==> config.mk <==
export PLATFORM = sky130hd
export DESIGN_NAME = rgp_front
export DESIGN_NICKNAME = d
export VERILOG_FILES = /design/src/design/rgp_pkg.sv /design/src/design/rgp_front.sv
export SDC_FILE = /design/constraint.sdc
export NUM_CORES = 1
export LEC_CHECK = 0
export BUFFER_PORTS_ARGS = -buffer_cell sky130_fd_sc_hd__clkbuf_2
export CAP_MARGIN = 20
export CORE_UTILIZATION = 48
export CTS_CLUSTER_SIZE = 14
export DETAILED_ROUTE_END_ITERATION = 8
export PLACE_DENSITY_LB_ADDON = 0.3
export REMOVE_ABC_BUFFERS = 1
export SLEW_MARGIN = 20
export SYNTH_ARGS = -nofsm -noshare
export SYNTH_HDL_FRONTEND = slang
export SYNTH_SLANG_ARGS = --single-unit
==> constraint.sdc <==
create_clock -name clk -period 11.79 [get_ports clk]
set_clock_uncertainty 0.2 [all_clocks]
set_input_delay 2.358 -clock clk [delete_from_list [all_inputs] [get_ports clk]]
set_output_delay 2.358 -clock clk [all_outputs]
set_load 0.05 [all_outputs]
==> src/design/rgp_pkg.sv <==
`timescale 1ns / 1ps
// ----------------------------------------------------------------------------
// rgp_pkg
// Shared types, constants and step functions of the radial gradient pipeline.
// ----------------------------------------------------------------------------
package rgp_pkg;

  localparam int MAX_DIM    = 4096;
  localparam int DIM_W      = 13;
  localparam int PIX_W      = 12;
  localparam int COLOR_W    = 8;
  localparam int RAD_W      = 42;
  localparam int ROOT_W     = RAD_W / 2;
  localparam int SQ_STAGES  = ROOT_W;
  localparam int RATIO_W    = 17;
  localparam int DIV_STAGES = RATIO_W;
  localparam int REM_W      = ROOT_W + 1;
  localparam int IDX_W      = 3;

  localparam logic [IDX_W-1:0] REG_ROW_COUNT    = 3'd0;
  localparam logic [IDX_W-1:0] REG_COL_COUNT    = 3'd1;
  localparam logic [IDX_W-1:0] REG_CENTER_RED   = 3'd2;
  localparam logic [IDX_W-1:0] REG_CENTER_GREEN = 3'd3;
  localparam logic [IDX_W-1:0] REG_CENTER_BLUE  = 3'd4;
  localparam logic [IDX_W-1:0] REG_CORNER_RED   = 3'd5;
  localparam logic [IDX_W-1:0] REG_CORNER_GREEN = 3'd6;
  localparam logic [IDX_W-1:0] REG_CORNER_BLUE  = 3'd7;

  localparam logic [RATIO_W-1:0] RATIO_ONE = 17'h10000;

  typedef struct packed {
    logic [COLOR_W-1:0] red;
    logic [COLOR_W-1:0] green;
    logic [COLOR_W-1:0] blue;
  } rgb_t;

  typedef struct packed {
    logic [RAD_W-1:0] n;
    logic [RAD_W-1:0] root;
  } sqrt_state_t;

  typedef struct packed {
    logic [REM_W-1:0]   rem;
    logic [RATIO_W-1:0] quo;
    logic [ROOT_W-1:0]  half;
    logic               sat;
  } div_state_t;

  function automatic sqrt_state_t sqrt_step(sqrt_state_t s, logic [RAD_W-1:0] one_v);
    sqrt_state_t      r;
    logic [RAD_W-1:0] t;
    t = s.root + one_v;
    if (s.n >= t) begin
      r.n    = s.n - t;
      r.root = (s.root >> 1) + one_v;
    end else begin
      r.n    = s.n;
      r.root = s.root >> 1;
    end
    return r;
  endfunction

  function automatic div_state_t div_step(div_state_t s, logic first);
    div_state_t       r;
    logic [REM_W-1:0] t;
    logic [REM_W-1:0] h;
    r = s;
    h = {1'b0, s.half};
    t = first ? s.rem : {s.rem[REM_W-2:0], 1'b0};
    if (t >= h) begin
      r.rem = t - h;
      r.quo = {s.quo[RATIO_W-2:0], 1'b1};
    end else begin
      r.rem = t;
      r.quo = {s.quo[RATIO_W-2:0], 1'b0};
    end
    return r;
  endfunction

  function automatic logic [COLOR_W-1:0] mix(logic [COLOR_W-1:0] center,
                                             logic [COLOR_W-1:0] corner,
                                             logic [RATIO_W-1:0] ratio);
    logic [COLOR_W-1:0]         diff;
    logic [COLOR_W+RATIO_W-1:0] prod;
    logic [COLOR_W-1:0]         step;
    diff = (corner >= center) ? corner - center : center - corner;
    prod = {{RATIO_W{1'b0}}, diff} * {{COLOR_W{1'b0}}, ratio};
    step = prod[COLOR_W+15:16];
    return (corner >= center) ? center + step : center - step;
  endfunction

endpackage

==> src/design/rgp_front.sv <==
`timescale 1ns / 1ps
// ----------------------------------------------------------------------------
// rgp_front
// Squares the center offsets and the image size into the two radicands.
// ----------------------------------------------------------------------------
module rgp_front (
  input  logic                       clk,
  input  logic                       rst,
  input  logic [rgp_pkg::DIM_W-1:0]  row_count,
  input  logic [rgp_pkg::DIM_W-1:0]  col_count,
  input  logic                       in_valid,
  output logic                       in_ready,
  input  logic [rgp_pkg::PIX_W-1:0]  pixel_row,
  input  logic [rgp_pkg::PIX_W-1:0]  pixel_col,
  output logic                       out_valid,
  input  logic                       out_ready,
  output logic [rgp_pkg::RAD_W-1:0]  rad_dist,
  output logic [rgp_pkg::RAD_W-1:0]  rad_half
);
  import rgp_pkg::*;

  logic [DIM_W-1:0]   nr;
  logic [DIM_W-1:0]   nc;
  logic [DIM_W-1:0]   cr;
  logic [DIM_W-1:0]   cc;
  logic [DIM_W-1:0]   adr;
  logic [DIM_W-1:0]   adc;
  logic [2*DIM_W:0]   sum_d;
  logic [2*DIM_W:0]   sum_h;

  always_comb begin
    nr = (row_count == '0) ? DIM_W'(1) :
         (row_count > DIM_W'(MAX_DIM)) ? DIM_W'(MAX_DIM) : row_count;
    nc = (col_count == '0) ? DIM_W'(1) :
         (col_count > DIM_W'(MAX_DIM)) ? DIM_W'(MAX_DIM) : col_count;
    cr = nr >> 1;
    cc = nc >> 1;
    adr = ({1'b0, pixel_row} >= cr) ? {1'b0, pixel_row} - cr : cr - {1'b0, pixel_row};
    adc = ({1'b0, pixel_col} >= cc) ? {1'b0, pixel_col} - cc : cc - {1'b0, pixel_col};
    sum_d = (2*DIM_W+1)'(adr * adr) + (2*DIM_W+1)'(adc * adc);
    sum_h = (2*DIM_W+1)'(nr * nr) + (2*DIM_W+1)'(nc * nc);
  end

  assign in_ready = ~out_valid | out_ready;

  always_ff @(posedge clk) begin
    if (rst) begin
      out_valid <= 1'b0;
    end else if (in_ready) begin
      out_valid <= in_valid;
    end
  end

  always_ff @(posedge clk) begin
    if (in_ready && in_valid) begin
      rad_dist <= RAD_W'({sum_d, 16'd0});
      rad_half <= RAD_W'({sum_h, 14'd0});
    end
  end

endmodule

After elaboration in Yosys (flattened, before gate mapping)
Index checks and enable logic that the tools add are counted.

Register bits after elaboration: 54. Bits of input ports: 54. Output and inout bits: 86.

$add $sub $neg: 6. $mul: 4. Order comparisons: 4. Mux-type cells: 6. Bitwise logic cells: 2. Reduce and logical (&&, ||, !) cells: 3.

Operators with widths (number): multiplier 13 x 13 -> 26 bit (4); 2-to-1 mux 13 bit (6); subtractor 12 x 12 -> 13 bit (4); adder 26 x 26 -> 27 bit (1); adder 26 bit (1); > comparator 13 bit (second input constant) (2); zero test 13 bit (2); greater-or-equal comparator 12 bit (2); logical AND 1 bit (1); inverter 1 bit (1); bitwise OR 1 bit (1).

Logic depth before layout (Yosys ltp)
Depth in word-level cells: 7. Depth in mapped cells: 40. Depth with buffers taken out: 37.

Least setup slack after synthesis
No wires, ideal clock.

Path kind: input -> register. From: input port row_count[12] in the netlist's numbering. To: register rad_dist[40] in the netlist's numbering, data pin. Library setup time: 0.135 ns. Data arrival time: 11.430 ns. Setup slack: 0.026 ns. Stages on the path: 37. Cell sequence: clkbuf_1 inv_1 nand2_1 inv_1 ha_1 buf_2 o21a_1 o2111ai_1 a21oi_1 a21oi_4 mux2i_1 a21oi_1 xnor2_1 clkinv_1 nand2_1 inv_1 fa_1 fa_1 inv_1 fa_1 inv_1 fa_1 fa_1 fa_1 inv_1 fa_1 inv_1 ha_1 and3_1 a221o_1 or4_1 a211oi_1 o21ai_0 nand2_1 o21bai_1 or4b_1 nand3_1.

Cells in the longest elaborated chain, start to end: 7. Elaborated cells between the ends (all ways): 10. Those cells by class: add/sub: 3; mul: 1; order compare: 2; mux: 3; reduce/logical: 1.

RTL lines: start: declaration (line rgp_front.sv:9) `input logic [rgp_pkg::DIM_W-1:0] row_count,`; > comparator 13 bit (line rgp_front.sv:33) `(row_count > DIM_W'(MAX_DIM)) ? DIM_W'(MAX_DIM) : row_count;`; 2-to-1 mux 13 bit (line rgp_front.sv:33); 2-to-1 mux 13 bit * (line rgp_front.sv:32) `nr = (row_count == '0) ? DIM_W'(1) :`; subtractor 12 x 12 -> 13 bit or greater-or-equal comparator 12 bit (tied branches) (line rgp_front.sv:38) `adr = ({1'b0, pixel_row} >= cr) ? {1'b0, pixel_row} - cr : cr - {1'b0, pixel_row};`; 2-to-1 mux 13 bit * (line rgp_front.sv:38); multiplier 13 x 13 -> 26 bit * (line rgp_front.sv:40) `sum_d = (2*DIM_W+1)'(adr * adr) + (2*DIM_W+1)'(adc * adc);`; adder 26 bit * (line rgp_front.sv:40); via sum_d[24] (line rgp_front.sv:28) `logic [2*DIM_W:0] sum_d;`; end signal: assignment (line rgp_front.sv:56) `rad_dist <= RAD_W'({sum_d, 16'd0});`; end: declaration (line rgp_front.sv:17) `output logic [rgp_pkg::RAD_W-1:0] rad_dist,`.

Mark *: on every way through the listed nets, which the timed path passes. The rest lies on a longest branch. A chain may end at the register's enable or synchronous reset.

Final worst setup path
Ends and elaborated chain as after synthesis.

==> results.json <==
{
  "post-route-period-util_pct": 97.5,
  "violations": "design-rule violations",
  "setup_violations": 0,
  "whs_path_depth": 2,
  "r2r-end": "rad_half[36]",
  "drive_gt1_share_pct": 16.0,
  "antenna_found_initial": 0,
  "post_drt_wl_per_cell_um": 16.8,
  "grt_pass1_wl_um": 94200,
  "hp-class": "reg2reg",
  "drc": 2,
  "hold_buffers": 0,
  "routabilityCongestion": 0.968,
  "met1_usage_pct": 31.9,
  "clock_sinks": 54,
  "io_buffers": 108,
  "final_core_util_pct": 56.3,
  "synth_cell_type_count": 79,
  "grt_max_degree": 54,
  "worst_slew_pin_slew_ps": 832,
  "use_met3_pct": 2.85,
  "drtAntennaViolNets": 0,
  "end_kind": "flip-flop",
  "slew_headroom_pct": 44.5,
  "critPathMaxStageDelay_ps": 550,
  "synth_edf_count": 53,
  "cts_made_buffers": 5,
  "row_count": 79,
  "ys_seq_area_share_pct": 7.03,
  "grt_usage_pct": 25.3,
  "path_common_cell": "fa_1",
  "rr_worst_depth": 3,
  "num_vias": 17000,
  "via_per_inst": 4.98,
  "first_pass_iters": 9,
  "crit_required_ps": 11810,
  "cts_max_path_buffers": 2,
  "cp_slowest_cell": "fa_1",
  "finalHoldViolCount": 0,
  "placed_cells": 3396,
  "floorplan.initialDensity_pct": 48.9,
  "yosys_warnings": 0,
  "cts_tree": "yes",
  "use_met2_pct": 45.9,
  "grt_pass1_vias": 18700,
  "ys_ff_latch": 54,
  "max_freq_ghz": 0.0870,
  "maxCapViolations": 0,
  "timing.rr.start": "out_valid",
  "busiest_layer": "met2",
  "drtIter0Drc": 725,
  "clk_latency_ps": 340,
  "fp.dieH_um": 221,
  "hpwl_um": 52200,
  "start_kind": "input pin",
  "ios": 140,
  "wirelength_um": 57500,
  "async_flop_share_pct": 0,
  "clockRootBuffer": "clkbuf_16",
  "core_area_um2": 46900,
  "htree_levels": 2,
  "final_cells": 3413,
  "cp.arrival_ps": 11510,
  "worstHoldStart": "out_valid",
  "reg2reg_slack_ps": 9970,
  "synthCells": 2447,
  "grt_overflow": 0,
  "path_clk_slew_ps": 90,
  "worstSetupPathType": "in2reg",
  "dieArea_um2": 48600,
  "n_antenna_cell": 0,
  "whs_endpoint": "out_valid",
  "cp_max_fo": 6,
  "avgSynthCellArea_um2": 9.37,
  "synth.cell_area_um2": 22900,
  "synth_ff_type": "edfxtp_1",
  "areaGrowthSynthToFinish_pct": 15.1,
  "die_w_um": 221,
  "min_period_ps": 11490,
  "finalNetCount": 3635,
  "outcome": "finished, violations left",
  "final_max_slew_viol_count": 0
}
[what timing repair did]
action,in CTS,in global routing
setup buffers,0,9
pin swaps,0,21
resized for setup,1,50
endpoints found under the setup margin,1,6
[Yosys cell counts (8+ instances only)]
cell | instances | area, um^2
nand3_1 | 14 | 70.1
nand4_1 | 8 | 50.1
edfxtp_1 | 53 | 1590
a21o_1 | 46 | 345
mux2i_1 | 14 | 140
o21bai_1 | 10 | 75.1
and3_1 | 13 | 81.3
xor2_1 | 19 | 166
nand2b_1 | 13 | 81.3
a211oi_1 | 11 | 82.6
nor3_1 | 18 | 90.1
clkbuf_1 | 38 | 143
and2_1 | 42 | 263
inv_1 | 672 | 2520
fa_1 | 494 | 9890
ha_1 | 282 | 3530
buf_4 | 35 | 263
buf_2 | 11 | 55.1
clkinv_1 | 12 | 45.0
a21oi_1 | 67 | 335
nand2_1 | 163 | 612
nor2b_1 | 36 | 225
xnor2_1 | 53 | 464
nor4_1 | 8 | 50.1
o21a_1 | 12 | 90.1
nor2_1 | 179 | 672
o21ai_0 | 27 | 135
[how the worst max path moves through the flow]
| stage | from | endpoint | slack [ps] | cells after the start |
|---|---|---|---|---|
| after global routing | row_count[12] | rad_dist[40] | -30 | 40 |
| after detailed placement | row_count[12] | rad_dist[40] | -510 | 34 |
| after global placement | row_count[12] | rad_dist[40] | -230 | 34 |
| final | row_count[12] | rad_dist[40] | 300 | 36 |
| after floorplan | row_count[2] | rad_dist[40] | 0.2 | 32 |
| after CTS | row_count[12] | rad_dist[40] | 80 | 34 |
[sequential cells by signal, indices dropped and copies added, names as in the netlist]
register   count
rad_dist      26
rad_half      27
out_valid      1
[stage by stage]
step	cell area, um^2	setup slack [ps]	setup TNS (ps)	hold WS (ps)
after floorplan	22700	0.179	0	914
after global placement	25900	-228	-304	290
after detailed placement	25900	-511	-1430	317
after CTS	26100	79.9	0	331
after global routing	26400	-28.4	-36.1	379
final	26400	300	0	334
[layer usage]
layer	share of wire, %	wire (um)
met4	2.5	1460
met5	0	0
met1	41	23700
met2	52	29900
met3	4.1	2360
[kinds of logic after synthesis]
| group | after synthesis | synth area share, % |
|---|---|---|
| muxes | 18 | 0.808 |
| buffers and inverters | 776 | 13.5 |
| adders and majority gates | 776 | 58.5 |
| other | 2 | 0.0328 |
| and+or+nand+nor | 523 | 10.6 |
| xor gates and xnor gates | 75 | 2.96 |
| DFF | 54 | 7.03 |
| AOI/OAI and AO/OA | 223 | 6.59 |
[cell usage in the layout, fill, tap and decap left out, types with 24 or more instances in the layout]
master	count
a21o_1	46
a21oi_1	65
and2_1	41
buf_4	259
clkbuf_2	107
conb_1	69
edfxtp_1	53
fa_1	491
ha_1	280
inv_1	670
nand2_1	162
nor2_1	176
nor2b_1	32
o21ai_0	24
xnor2_1	52
[worst max-delay path, delay by kind of cell]
kind | cells | cell delay [ps]
buffers and inverters | 8 | 910
and+or+nand+nor | 9 | 2000
muxes | 1 | 280
AOI/OAI and AO/OA | 8 | 1630
xor gates and xnor gates | 1 | 210
adders and majority gates | 9 | 4110
[final cells by class]
cell class / count / area, um^2
Clock buffer: 6 / 139
Clock inverter: 2 / 38.8
Fill cell: 4249 / 20500
Inverter: 687 / 2580
Timing Repair Buffer: 373 / 2590
Tap cell: 607 / 759
Multi-Input combinational cell: 1684 / 18700
Sequential cell: 54 / 1610
Power is not shown: default switching activity piles up to over one toggle a cycle in this logic, so the estimate is an artifact.
