==> config.mk <==
export PLATFORM = sky130hd
export DESIGN_NAME = rgp_sqrt_pipe
export DESIGN_NICKNAME = d
export VERILOG_FILES = /design/src/design/rgp_pkg.sv /design/src/design/rgp_sqrt_pipe.sv
export SDC_FILE = /design/constraint.sdc
export NUM_CORES = 2
export LEC_CHECK = 0
export ABC_AREA = 1
export BUFFER_PORTS_ARGS = -buffer_cell sky130_fd_sc_hd__buf_2
export CORE_MARGIN = 10
export CORE_UTILIZATION = 35
export CTS_CLUSTER_DIAMETER = 50
export DETAILED_ROUTE_END_ITERATION = 16
export SLEW_MARGIN = 15
export SYNTH_ARGS = -nofsm -noshare
export SYNTH_HDL_FRONTEND = slang
export SYNTH_SLANG_ARGS = --single-unit
export TNS_END_PERCENT = 50
==> constraint.sdc <==
create_clock -name clk -period 11.9 [get_ports clk]
set_input_delay 1.19 -clock clk [delete_from_list [all_inputs] [get_ports clk]]
set_output_delay 1.19 -clock clk [all_outputs]
set_load 0.02 [all_outputs]
==> src/design/rgp_pkg.sv <==
`timescale 1ns / 1ps
// ----------------------------------------------------------------------------
// rgp_pkg
// Shared types, constants and step functions of the radial gradient pipeline.
// ----------------------------------------------------------------------------
package rgp_pkg;

  localparam int MAX_DIM    = 4096;
  localparam int DIM_W      = 13;
  localparam int PIX_W      = 12;
  localparam int COLOR_W    = 8;
  localparam int RAD_W      = 42;
  localparam int ROOT_W     = RAD_W / 2;
  localparam int SQ_STAGES  = ROOT_W;
  localparam int RATIO_W    = 17;
  localparam int DIV_STAGES = RATIO_W;
  localparam int REM_W      = ROOT_W + 1;
  localparam int IDX_W      = 3;

  localparam logic [IDX_W-1:0] REG_ROW_COUNT    = 3'd0;
  localparam logic [IDX_W-1:0] REG_COL_COUNT    = 3'd1;
  localparam logic [IDX_W-1:0] REG_CENTER_RED   = 3'd2;
  localparam logic [IDX_W-1:0] REG_CENTER_GREEN = 3'd3;
  localparam logic [IDX_W-1:0] REG_CENTER_BLUE  = 3'd4;
  localparam logic [IDX_W-1:0] REG_CORNER_RED   = 3'd5;
  localparam logic [IDX_W-1:0] REG_CORNER_GREEN = 3'd6;
  localparam logic [IDX_W-1:0] REG_CORNER_BLUE  = 3'd7;

  localparam logic [RATIO_W-1:0] RATIO_ONE = 17'h10000;

  typedef struct packed {
    logic [COLOR_W-1:0] red;
    logic [COLOR_W-1:0] green;
    logic [COLOR_W-1:0] blue;
  } rgb_t;

  typedef struct packed {
    logic [RAD_W-1:0] n;
    logic [RAD_W-1:0] root;
  } sqrt_state_t;

  typedef struct packed {
    logic [REM_W-1:0]   rem;
    logic [RATIO_W-1:0] quo;
    logic [ROOT_W-1:0]  half;
    logic               sat;
  } div_state_t;

  function automatic sqrt_state_t sqrt_step(sqrt_state_t s, logic [RAD_W-1:0] one_v);
    sqrt_state_t      r;
    logic [RAD_W-1:0] t;
    t = s.root + one_v;
    if (s.n >= t) begin
      r.n    = s.n - t;
      r.root = (s.root >> 1) + one_v;
    end else begin
      r.n    = s.n;
      r.root = s.root >> 1;
    end
    return r;
  endfunction

  function automatic div_state_t div_step(div_state_t s, logic first);
    div_state_t       r;
    logic [REM_W-1:0] t;
    logic [REM_W-1:0] h;
    r = s;
    h = {1'b0, s.half};
    t = first ? s.rem : {s.rem[REM_W-2:0], 1'b0};
    if (t >= h) begin
      r.rem = t - h;
      r.quo = {s.quo[RATIO_W-2:0], 1'b1};
    end else begin
      r.rem = t;
      r.quo = {s.quo[RATIO_W-2:0], 1'b0};
    end
    return r;
  endfunction

  function automatic logic [COLOR_W-1:0] mix(logic [COLOR_W-1:0] center,
                                             logic [COLOR_W-1:0] corner,
                                             logic [RATIO_W-1:0] ratio);
    logic [COLOR_W-1:0]         diff;
    logic [COLOR_W+RATIO_W-1:0] prod;
    logic [COLOR_W-1:0]         step;
    diff = (corner >= center) ? corner - center : center - corner;
    prod = {{RATIO_W{1'b0}}, diff} * {{COLOR_W{1'b0}}, ratio};
    step = prod[COLOR_W+15:16];
    return (corner >= center) ? center + step : center - step;
  endfunction

endpackage

==> src/design/rgp_sqrt_pipe.sv <==
`timescale 1ns / 1ps
// ----------------------------------------------------------------------------
// rgp_sqrt_pipe
// Two-lane integer square root, one result bit per pipeline stage.
// ----------------------------------------------------------------------------
module rgp_sqrt_pipe (
  input  logic                        clk,
  input  logic                        rst,
  input  logic                        in_valid,
  output logic                        in_ready,
  input  logic [rgp_pkg::RAD_W-1:0]   n_a,
  input  logic [rgp_pkg::RAD_W-1:0]   n_b,
  output logic                        out_valid,
  input  logic                        out_ready,
  output logic [rgp_pkg::ROOT_W-1:0]  root_a,
  output logic [rgp_pkg::ROOT_W-1:0]  root_b
);
  import rgp_pkg::*;

  logic [SQ_STAGES-1:0] v;
  logic [SQ_STAGES-1:0] src_v;
  logic [SQ_STAGES:0]   rdy;
  sqrt_state_t          sa     [SQ_STAGES];
  sqrt_state_t          sb     [SQ_STAGES];
  sqrt_state_t          src_a  [SQ_STAGES];
  sqrt_state_t          src_b  [SQ_STAGES];

  assign rdy[SQ_STAGES] = out_ready;
  assign in_ready       = rdy[0];

  for (genvar k = 0; k < SQ_STAGES; k++) begin : g_stage
    localparam logic [RAD_W-1:0] ONE_V = RAD_W'(1) << (2 * (SQ_STAGES - 1 - k));

    if (k == 0) begin : g_first
      assign src_v[k] = in_valid;
      assign src_a[k] = '{n: n_a, root: '0};
      assign src_b[k] = '{n: n_b, root: '0};
    end else begin : g_rest
      assign src_v[k] = v[k-1];
      assign src_a[k] = sa[k-1];
      assign src_b[k] = sb[k-1];
    end

    assign rdy[k] = ~v[k] | rdy[k+1];

    always_ff @(posedge clk) begin
      if (rst) begin
        v[k] <= 1'b0;
      end else if (rdy[k]) begin
        v[k] <= src_v[k];
      end
    end

    always_ff @(posedge clk) begin
      if (rdy[k] && src_v[k]) begin
        sa[k] <= sqrt_step(src_a[k], ONE_V);
        sb[k] <= sqrt_step(src_b[k], ONE_V);
      end
    end
  end

  assign out_valid = v[SQ_STAGES-1];
  assign root_a    = sa[SQ_STAGES-1].root[ROOT_W-1:0];
  assign root_b    = sb[SQ_STAGES-1].root[ROOT_W-1:0];

endmodule

* Word-level counts from Yosys, hierarchy flattened
Memory sizes are Yosys's and may differ from the RTL's.
Cells that the tools add are included.
** Word-level totals
- Register bits after elaboration :: 21
- Bits in latches :: 0
- Memory bits (writable) :: 3528
- Bits in read-only memories :: 0
- Input bits :: 88
- Output and inout port bits :: 44
- Word-level logic and storage cells :: 376
- Memories :: 2
** Cells by class
- Add/sub/neg operators :: 122
- Multipliers :: 0
- Div/mod/pow operators :: 0
- Magnitude comparators :: 42
- Eq/ne operators :: 0
- Shift operators :: 0
- Mux-type cells :: 126
- Bitwise gates (word level) :: 42
- Reduce and logical (&&, ||, !) cells :: 21
** Memory list
- sa :: depth 21, width 84, rd ports 21, clocked after Yosys merged registers in 0, wr ports 21, line rgp_sqrt_pipe.sv:23 : sqrt_state_t sa [SQ_STAGES];
- sb :: depth 21, width 84, rd ports 21, clocked after Yosys merged registers in 0, wr ports 21, line rgp_sqrt_pipe.sv:24 : sqrt_state_t sb [SQ_STAGES];
** Operators with widths (number)
- 84-bit 2-to-1 mux :: 84
- 42-bit >= comparator :: 40
- 42-bit subtractor :: 40
- 41-bit by 1-bit adder with 42-bit output (second input constant) :: 2
- 41-bit by 11-bit adder with 42-bit output (second input constant) :: 2
- 41-bit by 13-bit adder with 42-bit output (second input constant) :: 2
- 41-bit by 15-bit adder with 42-bit output (second input constant) :: 2
- 41-bit by 17-bit adder with 42-bit output (second input constant) :: 2
- 41-bit by 19-bit adder with 42-bit output (second input constant) :: 2
- 41-bit by 21-bit adder with 42-bit output (second input constant) :: 2
- 41-bit by 23-bit adder with 42-bit output (second input constant) :: 2
- 41-bit by 25-bit adder with 42-bit output (second input constant) :: 2
- 41-bit by 27-bit adder with 42-bit output (second input constant) :: 2
- 41-bit by 29-bit adder with 42-bit output (second input constant) :: 2
- 41-bit by 3-bit adder with 42-bit output (second input constant) :: 2
- 41-bit by 31-bit adder with 42-bit output (second input constant) :: 2
- 41-bit by 33-bit adder with 42-bit output (second input constant) :: 2
- 41-bit by 35-bit adder with 42-bit output (second input constant) :: 2
- 41-bit by 37-bit adder with 42-bit output (second input constant) :: 2
- 41-bit by 39-bit adder with 42-bit output (second input constant) :: 2
- 41-bit by 5-bit adder with 42-bit output (second input constant) :: 2
- 41-bit by 7-bit adder with 42-bit output (second input constant) :: 2
- 41-bit by 9-bit adder with 42-bit output (second input constant) :: 2
- 42-bit by 1-bit adder with 42-bit output (second input constant) :: 2
- 25 further kinds :: 147

* Longest topological paths before layout
- Depth in word-level cells :: 25
- Gate-level depth with buffers :: 20
- Mapped depth without buffers :: 19

* Worst setup path before layout
OpenSTA, ideal clock, no wires.
- Path type :: input to register
- From :: input port out_ready
- To :: memory sa[1][106] (netlist bit) (enable)
- Setup time :: 0.602 ns
- Data arrival time :: 6.659 ns
- Required time :: 11.298 ns
- Path slack :: 4.639 ns
- Cell stages on the path :: 8
- Buffers on the path :: 0
- Cell sequence :: inv_1 -> nand3_2 -> nor2_2 -> nand4_2 -> nor2_2 -> nand4_2 -> nor2_4 -> a21oi_1
** RTL lines
- start, declared :: line rgp_sqrt_pipe.sv:14 : input logic out_ready,
- end, declared :: line rgp_sqrt_pipe.sv:23

* Final worst setup path
- From :: input port out_ready
- To :: output port in_ready
** On the way
- Cells in the longest elaborated chain, start to end :: 21
** RTL lines
- 1-bit bitwise OR (21 in a row) :: line rgp_sqrt_pipe.sv:44 : assign rdy[k] = ~v[k] | rdy[k+1];
- end, declared :: line rgp_sqrt_pipe.sv:10 : output logic in_ready,
No other way between the ends.

==> results.py <==
metrics = {
    "status": {
        "status": "finished clean",
    },
    "die": {
        "start_util_pct": 35.2,
        "core_area_um2": 303000,
        "io_pins": 132,
        "rows": 202,
        "die_y_um": 572,
        "die_w_um": 572,
        "dieArea_um2": 328000,
    },
    "cells_and_area": {
        "antenna_cells": 0,
        "num-fill-cells": 28800,
        "syn2layout_area_growth_pct": 12.6,
        "finalInstanceArea_um2": 120000,
        "fin_nets": 10700,
        "final_common_cell": "edfxtp_1",
        "layout.cells.non_filler": 14300,
        "drive_gt1_share_pct": 7.95,
        "final_cell_mix": "edfxtp_1, inv_1, nand2_1",
    },
    "synthesis": {
        "syn_area_per_cell_um2": 10.9,
        "ys_seq_area_share_pct": 60.6,
        "synth.distinct_cells": 79,
        "yosys_warnings": 0,
        "synthArstFlopShare_pct": 0,
        "synth_cells": 9796,
        "yosysTopAreaCellShare_pct": 60.2,
        "synthFlopType": "edfxtp_1",
        "synth_nets": 10400,
        "yosysTopAreaCell": "edfxtp_1",
        "synth_edf_count": 2142,
        "syn_area_um2": 107000,
        "synth.area.top_cells": "edfxtp_1, ha_1, inv_1, nand2_1, nor2_1",
        "synth-seq-cells": 2163,
    },
    "global_route": {
        "grt_util_all_layers_pct": 13.8,
        "use_met3_pct": 1.76,
        "grt_util_met1_pct": 15.3,
        "grt_overflow": 0,
        "use_met2_pct": 26.1,
        "grt_start_max_net_pins": 97,
        "grt-busiest-layer": "met2",
        "grt_pass1_vias": 71000,
        "antenna_found_initial": 0,
        "grt_pass1_wl_um": 371000,
    },
    "setup_path": {
        "max_stage_delay_ps": 250,
        "critPathMaxFanout": 5,
        "cp.arrival_ps": 3810,
        "slowest_stage": "nor2_4",
        "critPathRequiredTime_ps": 10710,
        "critical_path_class": "in -> out",
        "reg2reg_to": "sa[1][582]",
        "r2r_cells": 12,
        "r2r-start": "sa[1][477]",
        "rrSetupSlack_ps": 8140,
        "critPathCaptureType": "output pin",
        "cp-start-kind": "input port",
        "crit_chain": "buf_2, inv_1, nand3_2, nor2_2, nand4_2, nor2_2, nand4_2, nor2_4, nand4_4, nor2_4, nand4_2, nor2_4, nand3_2, buf_2",
    },
    "place": {
        "dp_hpwl_um": 182000,
        "io_buffers": 131,
        "place_area_um2": 112000,
        "dp.cells": 13800,
        "gp_congestion": 0.942,
        "pre_cts_ws_ps": 6760,
    },
    "clock_tree": {
        "cts_setup_buffers": 0,
        "ctsResizeCount": 0,
        "clkSinkCount": 2163,
        "numCtsBuffers": 249,
        "clk_latency_ps": 920,
        "cts_tree": "done",
        "clockBufferDepth": 4,
        "cts-root-buf": "clkbuf_16",
        "h-tree-depth": 4,
        "cts_hold_buf": 0,
        "path_clk_slew_ps": 60,
    },
    "route": {
        "ant_nets": 0,
        "viasPerCell": 4.77,
        "vias": 68200,
        "drt_iter0_drc": 3936,
        "totalWireLength_um": 231000,
        "post_drt_wl_per_cell_um": 16.2,
        "dr.pass1.iters": 7,
        "drc": 0,
    },
    "timing": {
        "fin_skew_ps": 104,
        "setup_ws_ps": 6900,
        "finalMaxSlewViolations": 0,
        "fmax_mhz": 200,
        "timing.final.crit_share_pct": 42.0,
        "setup_viol": 0,
        "period_needed_ps": 5000,
        "grt_setup_unrepaired": "no",
        "hold_viol": 0,
        "worst_slew_pin_slew_ps": 1140,
        "slew_headroom_pct": 23.8,
        "setup-tns-final_ps": 0,
    },
    "hold_path": {
        "min-delay-start": "sa[1][218]",
        "holdPathEnd": "sa[1][302]",
        "hp-class": "reg -> reg",
        "worstHoldPathCells": 0,
    },
    "power_and_ir_drop": {
        "powerDensity_nw_per_um2": 134,
        "peakVddDrop_mv": 0.126,
        "leakage_nw": 44.5,
    },
    "flow_run": {
        "maxCapViolations": 0,
    },
}
## cell families (layout without fill, tap and decap cells)
group / count (synthesis) / count (layout) / synth area share (%)
fa+ha+maj: 496 / 496 / 5.81
buf+inv: 1547 / 2059 / 5.68
flops: 2163 / 2163 / 60.6
compound gates: 1508 / 1508 / 8.07
simple gates: 3374 / 3374 / 14.0
xor+xnor: 708 / 708 / 5.81
## how the worst max path moves through the flow
| stage | from | end | slack (ps) |
|---|---|---|---|
| 6_report | out_ready | in_ready | 6900 |
| 2_1_floorplan | out_ready | sa[1][106] | 4640 |
| 3_3_place_gp | out_ready | in_ready | 6760 |
| 5_1_grt | out_ready | in_ready | 6540 |
| 4_1_cts | out_ready | in_ready | 6740 |
| 3_5_place_dp | out_ready | in_ready | 6760 |
## layer usage
| layer | wire length, um | vias to the layer above |
|---|---|---|
| li1 | - | 34600 |
| met1 | 92700 | 31800 |
| met2 | 119000 | 1230 |
| met3 | 7120 | 569 |
| met4 | 11700 | 0 |
| met5 | 0 | - |
## flip-flops by register name, summed over array words and instances, names as in the netlist
name / flops
out_valid: 1
src_v: 20
sb: 1071
sa: 1071
## Yosys cell counts (10+ instances only)
library cell / number
edfxtp_1: 2142
inv_1: 1409
nand2_1: 1371
nor2_1: 1023
a21oi_1: 599
o21ai_0: 499
ha_1: 496
xor2_1: 395
xnor2_1: 313
nand3_1: 253
nor4_1: 214
nor3_1: 143
nand4_1: 140
o21ai_1: 71
or2_2: 61
a31oi_1: 56
buf_2: 42
o211ai_1: 39
a211oi_1: 32
buf_4: 32
o21ai_2: 27
o21bai_1: 26
clkbuf_1: 25
inv_2: 23
nor2_2: 22
a21o_1: 21
dfxtp_1: 21
nand2_2: 20
a21oi_2: 19
o2111ai_1: 18
o21a_1: 17
nand3b_1: 16
nor3_2: 13
nor3b_1: 13
a21boi_0: 12
and3_1: 12
o31ai_1: 12
and2_1: 11
nand3_2: 11
buf_6: 10
nor2_4: 10
## cell type report
cell class / instances / area (um2) / share of cell area [%]
Clock inverter: 164 / 1640 / 1.37
Timing Repair Buffer: 170 / 968 / 0.805
Sequential cell: 2163 / 64700 / 53.8
Inverter: 1433 / 5400 / 4.49
Tap cell: 3978 / 4980 / 4.14
Multi-Input combinational cell: 6086 / 36100 / 30.0
Clock buffer: 292 / 6460 / 5.37
## worst max-delay path: cells and delay by family
| kind | cells | cell delay [ps] |
|---|---|---|
| and+or+nand+nor | 11 | 2170 |
| buffers and inverters | 3 | 430 |
## through the flow
step	power (W)	utilization (%)	hold slack, ps
final	0.0161	39.7	419
after global placement	0.00874	37.0	429
after floorplan	0.00869	-	417
after detailed placement	0.00875	37.0	425
after CTS	0.0163	39.7	349
after global routing	0.0166	39.7	375
## power breakdown
part	total, W	switching (W)	internal [W]
logic	0.000162	0.0000996	0.0000622
registers	0.00843	0.0000468	0.00838
clock network	0.00747	0.00305	0.00442
total	0.0161	0.00320	0.0129
Power figures use the tool's default switching activity.
