===== src/design/rgp_pkg.sv =====
`timescale 1ns / 1ps
// ----------------------------------------------------------------------------
// rgp_pkg
// Shared types, constants and step functions of the radial gradient pipeline.
// ----------------------------------------------------------------------------
package rgp_pkg;

  localparam int MAX_DIM    = 4096;
  localparam int DIM_W      = 13;
  localparam int PIX_W      = 12;
  localparam int COLOR_W    = 8;
  localparam int RAD_W      = 42;
  localparam int ROOT_W     = RAD_W / 2;
  localparam int SQ_STAGES  = ROOT_W;
  localparam int RATIO_W    = 17;
  localparam int DIV_STAGES = RATIO_W;
  localparam int REM_W      = ROOT_W + 1;
  localparam int IDX_W      = 3;

  localparam logic [IDX_W-1:0] REG_ROW_COUNT    = 3'd0;
  localparam logic [IDX_W-1:0] REG_COL_COUNT    = 3'd1;
  localparam logic [IDX_W-1:0] REG_CENTER_RED   = 3'd2;
  localparam logic [IDX_W-1:0] REG_CENTER_GREEN = 3'd3;
  localparam logic [IDX_W-1:0] REG_CENTER_BLUE  = 3'd4;
  localparam logic [IDX_W-1:0] REG_CORNER_RED   = 3'd5;
  localparam logic [IDX_W-1:0] REG_CORNER_GREEN = 3'd6;
  localparam logic [IDX_W-1:0] REG_CORNER_BLUE  = 3'd7;

  localparam logic [RATIO_W-1:0] RATIO_ONE = 17'h10000;

  typedef struct packed {
    logic [COLOR_W-1:0] red;
    logic [COLOR_W-1:0] green;
    logic [COLOR_W-1:0] blue;
  } rgb_t;

  typedef struct packed {
    logic [RAD_W-1:0] n;
    logic [RAD_W-1:0] root;
  } sqrt_state_t;

  typedef struct packed {
    logic [REM_W-1:0]   rem;
    logic [RATIO_W-1:0] quo;
    logic [ROOT_W-1:0]  half;
    logic               sat;
  } div_state_t;

  function automatic sqrt_state_t sqrt_step(sqrt_state_t s, logic [RAD_W-1:0] one_v);
    sqrt_state_t      r;
    logic [RAD_W-1:0] t;
    t = s.root + one_v;
    if (s.n >= t) begin
      r.n    = s.n - t;
      r.root = (s.root >> 1) + one_v;
    end else begin
      r.n    = s.n;
      r.root = s.root >> 1;
    end
    return r;
  endfunction

  function automatic div_state_t div_step(div_state_t s, logic first);
    div_state_t       r;
    logic [REM_W-1:0] t;
    logic [REM_W-1:0] h;
    r = s;
    h = {1'b0, s.half};
    t = first ? s.rem : {s.rem[REM_W-2:0], 1'b0};
    if (t >= h) begin
      r.rem = t - h;
      r.quo = {s.quo[RATIO_W-2:0], 1'b1};
    end else begin
      r.rem = t;
      r.quo = {s.quo[RATIO_W-2:0], 1'b0};
    end
    return r;
  endfunction

  function automatic logic [COLOR_W-1:0] mix(logic [COLOR_W-1:0] center,
                                             logic [COLOR_W-1:0] corner,
                                             logic [RATIO_W-1:0] ratio);
    logic [COLOR_W-1:0]         diff;
    logic [COLOR_W+RATIO_W-1:0] prod;
    logic [COLOR_W-1:0]         step;
    diff = (corner >= center) ? corner - center : center - corner;
    prod = {{RATIO_W{1'b0}}, diff} * {{COLOR_W{1'b0}}, ratio};
    step = prod[COLOR_W+15:16];
    return (corner >= center) ? center + step : center - step;
  endfunction

endpackage


===== src/design/rgp_div_pipe.sv =====
`timescale 1ns / 1ps
// ----------------------------------------------------------------------------
// rgp_div_pipe
// Restoring divider for distance over half diagonal, saturating at one.
// ----------------------------------------------------------------------------
module rgp_div_pipe (
  input  logic                         clk,
  input  logic                         rst,
  input  logic                         in_valid,
  output logic                         in_ready,
  input  logic [rgp_pkg::ROOT_W-1:0]   dist_root,
  input  logic [rgp_pkg::ROOT_W-1:0]   half,
  output logic                         out_valid,
  input  logic                         out_ready,
  output logic [rgp_pkg::RATIO_W-1:0]  ratio
);
  import rgp_pkg::*;

  logic [DIV_STAGES-1:0] v;
  logic [DIV_STAGES-1:0] src_v;
  logic [DIV_STAGES:0]   rdy;
  div_state_t            st   [DIV_STAGES];
  div_state_t            src  [DIV_STAGES];
  div_state_t            last;

  assign rdy[DIV_STAGES] = out_ready;
  assign in_ready        = rdy[0];

  for (genvar k = 0; k < DIV_STAGES; k++) begin : g_stage
    if (k == 0) begin : g_first
      assign src_v[k] = in_valid;
      assign src[k]   = '{rem: {1'b0, dist_root}, quo: '0, half: half,
                          sat: ({1'b0, dist_root} >= {half, 1'b0})};
    end else begin : g_rest
      assign src_v[k] = v[k-1];
      assign src[k]   = st[k-1];
    end

    assign rdy[k] = ~v[k] | rdy[k+1];

    always_ff @(posedge clk) begin
      if (rst) begin
        v[k] <= 1'b0;
      end else if (rdy[k]) begin
        v[k] <= src_v[k];
      end
    end

    always_ff @(posedge clk) begin
      if (rdy[k] && src_v[k]) begin
        st[k] <= div_step(src[k], (k == 0));
      end
    end
  end

  assign last      = st[DIV_STAGES-1];
  assign out_valid = v[DIV_STAGES-1];
  assign ratio     = (last.sat || last.quo > RATIO_ONE) ? RATIO_ONE : last.quo;

endmodule


===== config.mk =====
export PLATFORM = sky130hd
export DESIGN_NAME = rgp_div_pipe
export DESIGN_NICKNAME = d
export VERILOG_FILES = /design/src/design/rgp_pkg.sv /design/src/design/rgp_div_pipe.sv
export SDC_FILE = /design/constraint.sdc
export NUM_CORES = 1
export LEC_CHECK = 0
export BUFFER_PORTS_ARGS = -buffer_cell sky130_fd_sc_hd__buf_2
export CAP_MARGIN = 10
export CORE_MARGIN = 2
export CORE_UTILIZATION = 51
export CTS_CLUSTER_SIZE = 28
export DETAILED_ROUTE_END_ITERATION = 10
export PLACE_DENSITY = 0.67
export SLEW_MARGIN = 20
export SYNTH_ARGS = -nofsm -noshare
export SYNTH_HDL_FRONTEND = slang
export SYNTH_SLANG_ARGS = --single-unit

===== constraint.sdc =====
create_clock -name clk -period 6.5 [get_ports clk]
set_clock_uncertainty 0.15 [all_clocks]
set_input_delay 0.65 -clock clk [delete_from_list [all_inputs] [get_ports clk]]
set_output_delay 0.65 -clock clk [all_outputs]
set_load 0.005 [all_outputs]

=== After elaboration in Yosys (flattened, before gate mapping) ===
Memories as Yosys holds them, arrays and structs flattened.
Cells that the tools add are included.
W data, S select, Z words.

* Shift-type cells: 0
* Add/subtract/negate cells: 17
* Equal/unequal tests: 0
* Muxes and demuxes: 69
* Divide/modulo/power cells: 0
* Magnitude comparators: 19
* Reductions and logical operators: 18
* $mul: 0
* Bitwise logic cells: 34

{| class="wikitable"
|+ Operator list
! cell !! count
|-
| $mux W39 || 34
|-
| $ge A22 B21 Y1 || 16
|-
| $sub A22 B21 Y22 || 16
|-
| $mux W1 || 34
|-
| $ge A21 B22 Y1 || 1
|-
| $sub A21 B21 Y22 || 1
|-
| $ge A21 B21 Y1 || 1
|-
| $gt A17 B17 Y1 const B || 1
|-
| $logic_and A1 B1 Y1 || 17
|-
| $mux W17 || 1
|-
| $not A1 Y1 || 17
|-
| $or A1 B1 Y1 || 17
|-
| $logic_or A1 B1 Y1 || 1
|}

* Register bits after elaboration: 17
* Bits of input ports: 46
* Memories: 1
* Logic and storage cells: 175
* Bits in read-only memories: 0
* Output and inout bits: 19
* Bits in latches: 0
* RAM bits: 1037

{| class="wikitable"
|+ Memory list
! memory !! words !! width !! read ports !! clocked after Yosys merged registers in !! wr ports !! line !! RTL
|-
| st || 17 || 61 || 17 || 0 || 17 || rgp_div_pipe.sv:22 || <nowiki>div_state_t st [DIV_STAGES];</nowiki>
|}

=== Longest topological paths before layout ===
Gate-level depths: netlist (run 1).

* Word-level depth: 21
* Gate-level depth with buffers: 13
* Gate-level depth less buffers: 12

=== Worst setup path after synthesis (run 1) ===
OpenSTA, ideal clock, no wires.

* Path kind: in2reg
* Start: in out_ready
* End: mem st[0][549] in the netlist's numbering (enable)
* Setup time: 0.545 ns
* Buffers on the path: 1
* Data required time: 5.805 ns
* Path slack: 0.442 ns
* Data arrival time: 5.363 ns
* Cell stages on the path: 6
* Cell sequence: nor2b_1 -> and3_1 -> and3_1 -> and3_1 -> clkbuf_1 -> a21boi_0

{| class="wikitable"
|+ RTL lines
! element !! line !! RTL
|-
| start, declared || rgp_div_pipe.sv:14 || <nowiki>input logic out_ready,</nowiki>
|-
| end, declared || rgp_div_pipe.sv:22 ||
|}

=== Worst setup path after layout (run 1) ===
* Start: reg v[16], in the netlist out_valid
* End: out in_ready

* Cells in the longest elaborated chain, start to end: 18

{| class="wikitable"
|+ Ends and longest elaborated chain
! element !! line !! RTL
|-
| start, declared || rgp_div_pipe.sv:19 || <nowiki>logic [DIV_STAGES-1:0] v;</nowiki>
|-
| start signal, assigned by index || rgp_div_pipe.sv:45 || <nowiki>v[k] <= src_v[k];</nowiki>
|-
| $not A1 Y1 || rgp_div_pipe.sv:39 || <nowiki>assign rdy[k] = ~v[k] | rdy[k+1];</nowiki>
|-
| $or A1 B1 Y1 (17 in series) || rgp_div_pipe.sv:39 ||
|-
| end, declared || rgp_div_pipe.sv:10 || <nowiki>output logic in_ready,</nowiki>
|}

No other way between the ends.

==> results.md, run 1 <==
- In this design, the stage delay of the slowest critical-path cell is 720 ps.
- CTS placed an instance of sky130_fd_sc_hd__clkbuf_16 at the clock tree root.
- The detailed router finished its first iteration with 2372 violations.
- The number of vias per cell is 5.57.
- Derived from the worst setup path, the maximum achievable clock frequency is ~220 MHz.
- The largest vdd supply drop is about 0.28 mV.
- The required time at the endpoint of the critical path is 5700 ps.
- In the global route stage, overall resource usage came out at 0.207.
- The largest net degree at the start of global routing is 60.
- The clock latency on the worst-skew pair is ~660 ps.
- In the layout the commonest cells are sky130_fd_sc_hd__edfxtp_1, sky130_fd_sc_hd__inv_1, sky130_fd_sc_hd__ha_1, sky130_fd_sc_hd__a21oi_1, sky130_fd_sc_hd__nor2_1.
- The first-pass GRT wire length is about 150000 µm.
- The overall routed net length is 98900 µm.
- The clock sink count is 859.
- The number of optimization iterations in the first detailed-route pass is 6.
- For this configuration, the core starts out at a cell density of 0.514.
- The arrival time of data at the critical path endpoint is 3670 ps.
- The number of nets handed over by synthesis was 4540.
- The register clock-pin slew on the reported worst setup and hold paths is 60 ps.
- The count of filler cells inserted in the layout is 7558.
- Walking the worst path, the cells encountered are nor2b_1, and3_1, and3_1, nand2_1, nor3_1, nand3_1, inv_1, nand3_1, buf_2.
- The share of async-settable or async-resettable flops after synthesis is 0.
- The height of the chip is slightly above 300 µm.
- The max-slew violation count was 0.
- For this run the aggregate overflow at the end of global routing stands at 0.
- The number of global-route vias before repair is 29100.
- The run finished with clean final reports.
- The min-delay analysis places its worst path in the category in -> reg.
- Routability-driven placement finished with a final weighted congestion of about 0.88.
- 0 antenna diodes ended up in the layout.
- sky130_fd_sc_hd__edfxtp_1 takes more of the synthesized area than any other cell.
- The standard-cell row count is roughly 110.
- For this design the ratio of total power to cell area is 245 nW/µm².
- Summed over all failing endpoints, the final setup total negative slack is 0 ps.
- Setup repair after global routing left no endpoint under its margin.
- Dividing the synthesized area by the synthesized cell count gives between 10 and 15 µm².
- The most used flip-flop cell after synthesis is sky130_fd_sc_hd__edfxtp_1.
- The master of the slowest instance on the critical path is sky130_fd_sc_hd__nor3_1.
- The post-synthesis cell area is 47100 µm².
- The number of clock buffers inserted by TritonCTS is 93.
- The clock passes through at most 3 buffers.
- The initial antenna violation count is 0.
- STA classifies the critical path endpoint as an output pin.
- The CTS tree is done.
- The total setup violations reported at the end of the flow is 0.
- The category of the critical setup timing path is reg -> out.
- The critical path contains buffers and inverters numbering 2 combined.
- During I/O placement, the number of pins put on the boundary was 65.
- The count of mapped cells out of synthesis is 4102.
- The relative slew slack is 0.296.
- In this run the standard cell core region covers 91500 µm².
- The count of flip-flops with a built-in enable after synthesis is 842.
- Input and output buffers added on the ports amount to 64.
- The startpoint kind of the worst setup timing path is a register.
- The deepest level of the CTS H-tree is 3.
- The minimum clock period after layout is 4470 ps.
- The number of unique standard cell types used by synthesis is 76.
- After layout, the design draws a total of 12800 µW.
- The net count of the finished layout is roughly 4700.
- The library cell used most frequently in the layout, excluding fill and tap cells, is sky130_fd_sc_hd__edfxtp_1.
- The detail route stage leaves a number of antenna-violating nets equal to 0.
- At the pin with the least slew margin, the transition time is 1060 ps.
- Of the post-synthesis cell area, the dominant cell type holds 0.537.
- The sequential fraction of the synthesis area is 0.544.
- The x dimension of the die is 308 µm.
- The proportion of layout cells with a drive suffix above 1 is 0.0954.
- Dividing the detail-routed wire length by the instance count gives 18.0 µm.
- The total count of hold-check failures in the final report came to 0.
- The maximum fanout along the worst path is 5.
- The post-route clock period utilization is 0.688.
- The family with the most delay on the worst path is simple AND/OR/NAND/NOR gates.
- Once detailed placement completed, the half-perimeter wirelength came to 73700 µm.
- For this run, the number of Yosys warnings is 0.
- The via count is 30600.
- After synthesis, the cell types taking the most area are sky130_fd_sc_hd__edfxtp_1, sky130_fd_sc_hd__ha_1, sky130_fd_sc_hd__inv_1.
- The post-synthesis sequential element count is 859.
- For this design the static power due to leakage is 0.0209 µW.
- Relative to the synthesized area, the layout overhead comes to 11.1%.
- The die covers about 95000 µm².
- Once the clock tree was built, the resizer swapped 0 gates to a different size.
- Max-cap violations in this run came to 0.
- The DRC violation count after routing is 0.
## flip-flops by register name, indices dropped and copies added (netlist names)
register / count
st: 842
src_v: 16
out_valid: 1
## power breakdown
part           internal, µW  leakage (µW)  switching [µW]
combinational           482        0.0116             580
clock                  3270       0.00152            2230
sequential             6180       0.00777            70.4
## repair_timing
item / CTS / global route
setup buffers: 0 / 0
endpoints found under the hold margin: 1 / 0
hold buffers: 1 / 0
## metal layers
metal | up-vias | routed length (µm) | track usage
met5 | - | 0 | 0
li1 | 15200 | - | -
met3 | 177 | 4420 | 0.0275
met4 | 0 | 2770 | 0.0643
met2 | 681 | 48400 | 0.358
met1 | 14600 | 43400 | 0.272
## stage by stage
step                 util  std cells  hold slack, ps  setup WS, ps  area (µm²)
floorplan               -       4102             250           442       47100
global placement    0.536       5322             251          2200       49100
detailed placement  0.536       5322             255          2160       49100
CTS                 0.571       5495            9.72          1970       52300
global route        0.571       5495            27.6          1710       52300
finish              0.571       5495            52.0          2030       52300
## layout make-up
cell class                      count  area (µm²)  share of cell area
Timing Repair Buffer               98         578              0.0111
Sequential cell                   859       25600               0.490
Clock inverter                     69         769              0.0147
Inverter                          498        1870              0.0357
Clock buffer                      103        2430              0.0464
Multi-Input combinational cell   2682       19500               0.374
Tap cell                         1186        1480              0.0284
## worst paths after layout
| path | start | to | slack [ps] | cells past startpoint |
|---|---|---|---|---|
| worst max-delay path | out_valid$_SDFFE_PP0P_ | in_ready | 2030 | 9 |
| worst min-delay path | half[5] | st[0][6]$_DFFE_PP_ | 50 | 1 |
| worst max register to register | st[0][611]$_DFFE_PP_ | st[0][715]$_DFFE_PP_ | 2450 | 10 |
| worst min register to register | st[0][945]$_DFFE_PP_ | st[0][1007]$_DFFE_PP_ | 260 | 0 |
## cells by family after synthesis
group,Yosys count,synth area share
AOI/OAI and AO/OA,995,0.133
xor gates and xnor gates,251,0.0467
adders and majority gates,392,0.107
buffers and inverters,561,0.0455
DFF,859,0.544
muxes,123,0.0294
and+or+nand+nor,921,0.0938
## synthesized netlist by cell type, drive strengths merged (14+ instances only)
master,count
clkbuf,39
or2,16
or3,16
mux2,119
a31oi,32
xnor2,171
a21boi,23
buf,24
dfxtp,17
nand4,47
nor3,91
xor2,80
a21o,137
nor2b,64
inv,498
and2,27
o21a,61
a211oi,21
a21oi,352
ha,376
nand2,204
nand2b,39
nand3,56
and3,33
fa,16
nor2,282
o31ai,46
edfxtp,842
o31a,14
o21bai,24
nor4,22
o21ai,199
Note: power is estimated with default switching activity, not from simulation.
==> run 2: changes to the inputs <==
--- a/config.mk
+++ b/config.mk
@@ -5,6 +5,7 @@
 export SDC_FILE = /design/constraint.sdc
 export NUM_CORES = 1
 export LEC_CHECK = 0
+export ABC_AREA = 1
 export BUFFER_PORTS_ARGS = -buffer_cell sky130_fd_sc_hd__buf_2
 export CAP_MARGIN = 10
 export CORE_MARGIN = 2
==> constraint.sdc (replaced) <==
create_clock -name clk -period 4.23 [get_ports clk]
set_clock_uncertainty 0.15 [all_clocks]
set_input_delay 0.423 -clock clk [delete_from_list [all_inputs] [get_ports clk]]
set_output_delay 0.423 -clock clk [all_outputs]
set_load 0.005 [all_outputs]
==> run 2 against run 1 <==
- hold slack got worse by 5.2 ps
- sequential power rose by 54%
- non-clock buffer count rose by 40
- global-route usage rose by 3.7 points
- cell count rose by 21%
- largest cell class unchanged
==> results.md, run 2 <==
- Run status: complete, no violations (unchanged).
- The count of instances resized after the clock tree is built was 0 (unchanged).
- The placer's final routability congestion estimate is 0.923 (was 0.880).
- The largest stage delay on the critical path was 500 ps (was 720 ps).
- The number of optimization iterations in the first detailed-route pass came to 6 (unchanged).
- The all-layer global routing usage was 0.244 (was 0.207).
- The share of Yosys cell area claimed by the top area cell type is 0.509 (was 0.537).
- The average routed wire per standard cell is 18.2 µm (was 18.0 µm).
- The classification of the worst-slack hold path was in -> reg (unchanged).
- The HPWL reported at the end of detailed placement came to 93700 µm (was 73700 µm).
- The DRC violation count after routing is 0 (unchanged).
- The count of flip-flops with a built-in enable after synthesis came to 842 (unchanged).
- The count of cells along the worst hold path came to 3 (was 1).
- The startpoint kind of the worst setup timing path is a register (unchanged).
- The height of the chip is 316 µm (was 308 µm).
- The maximum fanout along the worst path is 26 (was 5).
- The count of filler cells inserted in the layout is 8329 (was 7558).
- The adder and majority cell fraction of the synthesized area is 0.101 (was 0.107).
- The max-slew violation count is 0 (unchanged).
- The area of the die came to 99900 µm² (was 94700 µm²).
- The cell count of the worst reg-to-reg path is 9 (was 10).
- The share of async-settable or async-resettable flops after synthesis is 0 (unchanged).
- The most common cell after layout, fill and taps aside was sky130_fd_sc_hd__edfxtp_1 (unchanged).
- The complex-gate fraction of the synthesized area came to 0.132 (was 0.133).
- The number of buffers and inverters on the critical path is 2 (unchanged).
- The required time at the endpoint of the critical path is 4480 ps (was 5700 ps).
- The area of the core is 96600 µm² (was 91500 µm²).
- The routed design could run at a clock period as short as about 3300 ps.
- The post-route clock period utilization is 0.778.
- The multiplexer fraction of the synthesized cell area is 0 (was 0.0294).
- The power after layout was 19900 µW (was 12800 µW).
- The CTS tree was done (unchanged).
- The number of clock buffers inserted by TritonCTS is 94 (was 93).
- The aggregate negative setup slack is 0 ps (unchanged).
- The count of boundary I/O pins came to 65 (unchanged).
- The endpoint of the lowest-slack register-to-register path is st[0][103]$_DFFE_PP_ (was st[0][715]$_DFFE_PP_).
- The number of violations of the max-capacitance limit is 0 (unchanged).
- The clock latency on the worst-skew pair is 680 ps (was 660 ps).
- Based on the critical path, the design can be clocked at up to 304 MHz.
- The average cell area after synthesis is 9.66 µm² (was 11.5 µm²).
- The hold-fix buffer count after cts is 40 (was 1).
- The cell type with the largest total area after synthesis was sky130_fd_sc_hd__edfxtp_1 (unchanged).
- The number of vias per cell came to 5.48 (was 5.57).
- The sequential fraction of the synthesis area is 0.516 (was 0.544).
- The via count came to 36500 (was 30600).
- The most numerous cell in the Yosys netlist was sky130_fd_sc_hd__edfxtp_1 (unchanged).
- The dominant combinational cell family by area after synthesis is simple AND/OR/NAND/NOR gates (was compound AO/OA/AOI/OAI gates).
- The endpoint of the worst hold-timing path is st[0][57]$_DFFE_PP_ (was st[0][6]$_DFFE_PP_).
- The detailed router's first-iteration violation count is 3255 (was 2372).
- Top post-synthesis cells by area: sky130_fd_sc_hd__edfxtp_1, sky130_fd_sc_hd__ha_1, sky130_fd_sc_hd__a21oi_1 (was sky130_fd_sc_hd__edfxtp_1, sky130_fd_sc_hd__ha_1, sky130_fd_sc_hd__inv_1).
- The flop-to-flop setup slack was 940 ps (was 2450 ps).
- The deepest level of the CTS H-tree is 3 (unchanged).
- The areal power density over the cells was 362 nW/µm² (was 245 nW/µm²).
- Commonest non-fill, non-tap cells in the layout: sky130_fd_sc_hd__edfxtp_1, sky130_fd_sc_hd__nand2_1, sky130_fd_sc_hd__inv_1, sky130_fd_sc_hd__a21oi_1, sky130_fd_sc_hd__nor2_1 (was sky130_fd_sc_hd__edfxtp_1, sky130_fd_sc_hd__inv_1, sky130_fd_sc_hd__ha_1, sky130_fd_sc_hd__a21oi_1, sky130_fd_sc_hd__nor2_1).
- The count of synthesis-stage warnings from yosys is 0 (unchanged).
- The post-layout net count is 5744 (was 4670).
- The number of input and output port buffers inserted came to 64 (unchanged).
- The startpoint of the lowest-slack register-to-register path was st[0][1]$_DFFE_PP_ (was st[0][611]$_DFFE_PP_).
- The register cell area after layout is 25600 µm² (unchanged).
- The flip-flop count of the largest register, all copies and words added is 842 (unchanged).
- The post-route core utilization was 0.571 (about the same).
- The initial antenna violation count is 2 (was 0).
- The clock sink count was 859 (unchanged).
- The post-synthesis sequential element count is 859 (unchanged).
- The master of the slowest instance on the critical path was sky130_fd_sc_hd__fa_1 (was sky130_fd_sc_hd__nor3_1).
- The post-synthesis net count is 5577 (was 4540).
- The number of global-route vias before repair came to 34800 (was 29100).
- The prevailing post-synth register cell is sky130_fd_sc_hd__edfxtp_1 (unchanged).
- The relative slew slack came to 0.299 (was 0.296).
- The arrival time of data at the critical path endpoint came to 3550 ps (was 3670 ps).
- The total grt overflow is 0 (unchanged).
- The post-synthesis cell area was 49700 µm² (was 47100 µm²).
- The most flop-heavy register is st (unchanged).
- The fraction of the mapped netlist area in simple logic gates came to 0.147 (was 0.0938).
- The family with the most delay on the worst path is simple AND/OR/NAND/NOR gates (unchanged).
- The XOR/XNOR share of the synthesized area is 0.0407 (was 0.0467).
- The type of element capturing the critical path was a register (was output pin).
- The maximum number of buffers from clock root to sink came to 3 (unchanged).
- The first-pass GRT wire length came to 192000 µm (was 155000 µm).
- Cell-by-cell trace of the critical path: fa_1, nand3b_1, nand2_1, inv_1, o21bai_1, nand3_1, nand3_1, buf_4, a21oi_1 (was nor2b_1, and3_1, and3_1, nand2_1, nor3_1, nand3_1, inv_1, nand3_1, buf_2).
- The startpoint of the lowest-slack hold path is dist_root[18] (was half[5]).
- The category of the critical setup timing path was reg -> reg (was reg -> out).
- The clock root buffer master was sky130_fd_sc_hd__clkbuf_16 (unchanged).
- Post-synth top cells: sky130_fd_sc_hd__edfxtp_1, sky130_fd_sc_hd__nand2_1, sky130_fd_sc_hd__inv_1 (was sky130_fd_sc_hd__edfxtp_1, sky130_fd_sc_hd__inv_1, sky130_fd_sc_hd__ha_1).
- The starting density of the core is 0.514 (about the same).
- The register clock-pin slew on the reported worst setup and hold paths is 60 ps (about the same).
- The standard-cell row count is 114 (was 111).
- The count of mapped cells out of synthesis is 5139 (was 4102).
- The leakage power is 0.0230 µW (was 0.0209 µW).
- The x dimension of the die is 316 µm (was 308 µm).
- The area growth from synthesis to final layout is 11.0% (was 11.1%).
- The slew of the pin with the lowest slew margin is 1050 ps (was 1060 ps).
- The number of unique standard cell types used by synthesis came to 46 (was 76).
- The final antenna diode count came to 0 (unchanged).
- The post-CTS repair timing setup buffer count is 0 (unchanged).
- By instance count, the cell type seen most on the critical path is sky130_fd_sc_hd__nand3_1.
- The placed cell count is 6446 (was 5322).
- The count of placed standard cells in the final layout, fillers left out came to 6661 (was 5495).
- The largest vdd supply drop is 0.377 mV (was 0.275 mV).
- The overall routed net length came to 122000 µm (was 98900 µm).
- The remaining number of nets flagged by the antenna check after routing is 0 (unchanged).
- The proportion of layout cells with a drive suffix above 1 is 0.0711 (was 0.0954).
- RSZ-0062 raised after global routing: false (unchanged).
- The total setup violations reported at the end of the flow is 0 (unchanged).
- The total count of hold-check failures in the final report is 0 (unchanged).
- The combined area of the multi-input logic cells is 21000 µm² (was 19500 µm²).
- The largest net degree at the start of global routing is 57 (was 60).
[run 2: per-stage QoR]
stage / setup WS [ps] / area, µm² / hold slack [ps]
finish: 937 / 55100 / 46.7
global route: 692 / 55100 / 59.6
CTS: 951 / 55100 / 0.155
detailed placement: 1010 / 51600 / 255
global placement: 1070 / 51600 / 251
floorplan: 273 / 49700 / 250
[run 2: worst max-delay path by stage]
stage / from / end / slack, ps / cells past startpoint
2_1_floorplan: out_ready / st[0][549]$_DFFE_PP_ / 270 / 6
3_3_place_gp: st[0][291]$_DFFE_PP_ / st[0][350]$_DFFE_PP_ / 1070 / 8
3_5_place_dp: st[0][1]$_DFFE_PP_ / st[0][103]$_DFFE_PP_ / 1010 / 9
4_1_cts: st[0][998]$_DFFE_PP_ / ratio[1] / 950 / 5
5_1_grt: st[0][70]$_DFFE_PP_ / st[0][169]$_DFFE_PP_ / 690 / 10
6_report: st[0][1]$_DFFE_PP_ / st[0][103]$_DFFE_PP_ / 940 / 9
[run 2: kinds of logic after synthesis]
| kind of cell | count (synthesis) |
|---|---|
| AOI/OAI and AO/OA | 1163 |
| xor gates and xnor gates | 231 |
| adders and majority gates | 392 |
| buffers and inverters | 806 |
| DFF | 859 |
| and+or+nand+nor | 1688 |
[run 2: worst reg2reg max path, stage by stage, from the launching register on]
cell and delay (ps):
sky130_fd_sc_hd__edfxtp_1 480, sky130_fd_sc_hd__fa_1 500, sky130_fd_sc_hd__nand3b_1 180, sky130_fd_sc_hd__nand2_1 100
sky130_fd_sc_hd__inv_1 60, sky130_fd_sc_hd__o21bai_1 350, sky130_fd_sc_hd__nand3_1 190, sky130_fd_sc_hd__nand3_1 500
sky130_fd_sc_hd__buf_4 390, sky130_fd_sc_hd__a21oi_1 130
[run 2: power breakdown]
| group | total, µW | internal (µW) | switching (µW) |
|---|---|---|---|
| combinational | 1900 | 702 | 1200 |
| sequential | 9630 | 9510 | 126 |
| clock | 8410 | 4880 | 3530 |
[run 2: area by class of cell]
cell class | instances | share of cell area
multi-input combinational | 3474 | 0.381
timing repair buffer | 138 | 0.0179
clock buffer | 104 | 0.0437
inverter | 739 | 0.0503
sequential | 859 | 0.465
clock inverter | 71 | 0.0136
tap | 1276 | 0.0290
[run 2: per-layer routing]
| metal | GRT usage | vias up | routed length (µm) |
|---|---|---|---|
| met4 | 0.0532 | 2 | 2070 |
| met5 | 0 | - | 13 |
| met1 | 0.357 | 17200 | 57100 |
| li1 | - | 18200 | - |
| met3 | 0.0284 | 148 | 6760 |
| met2 | 0.393 | 959 | 55500 |
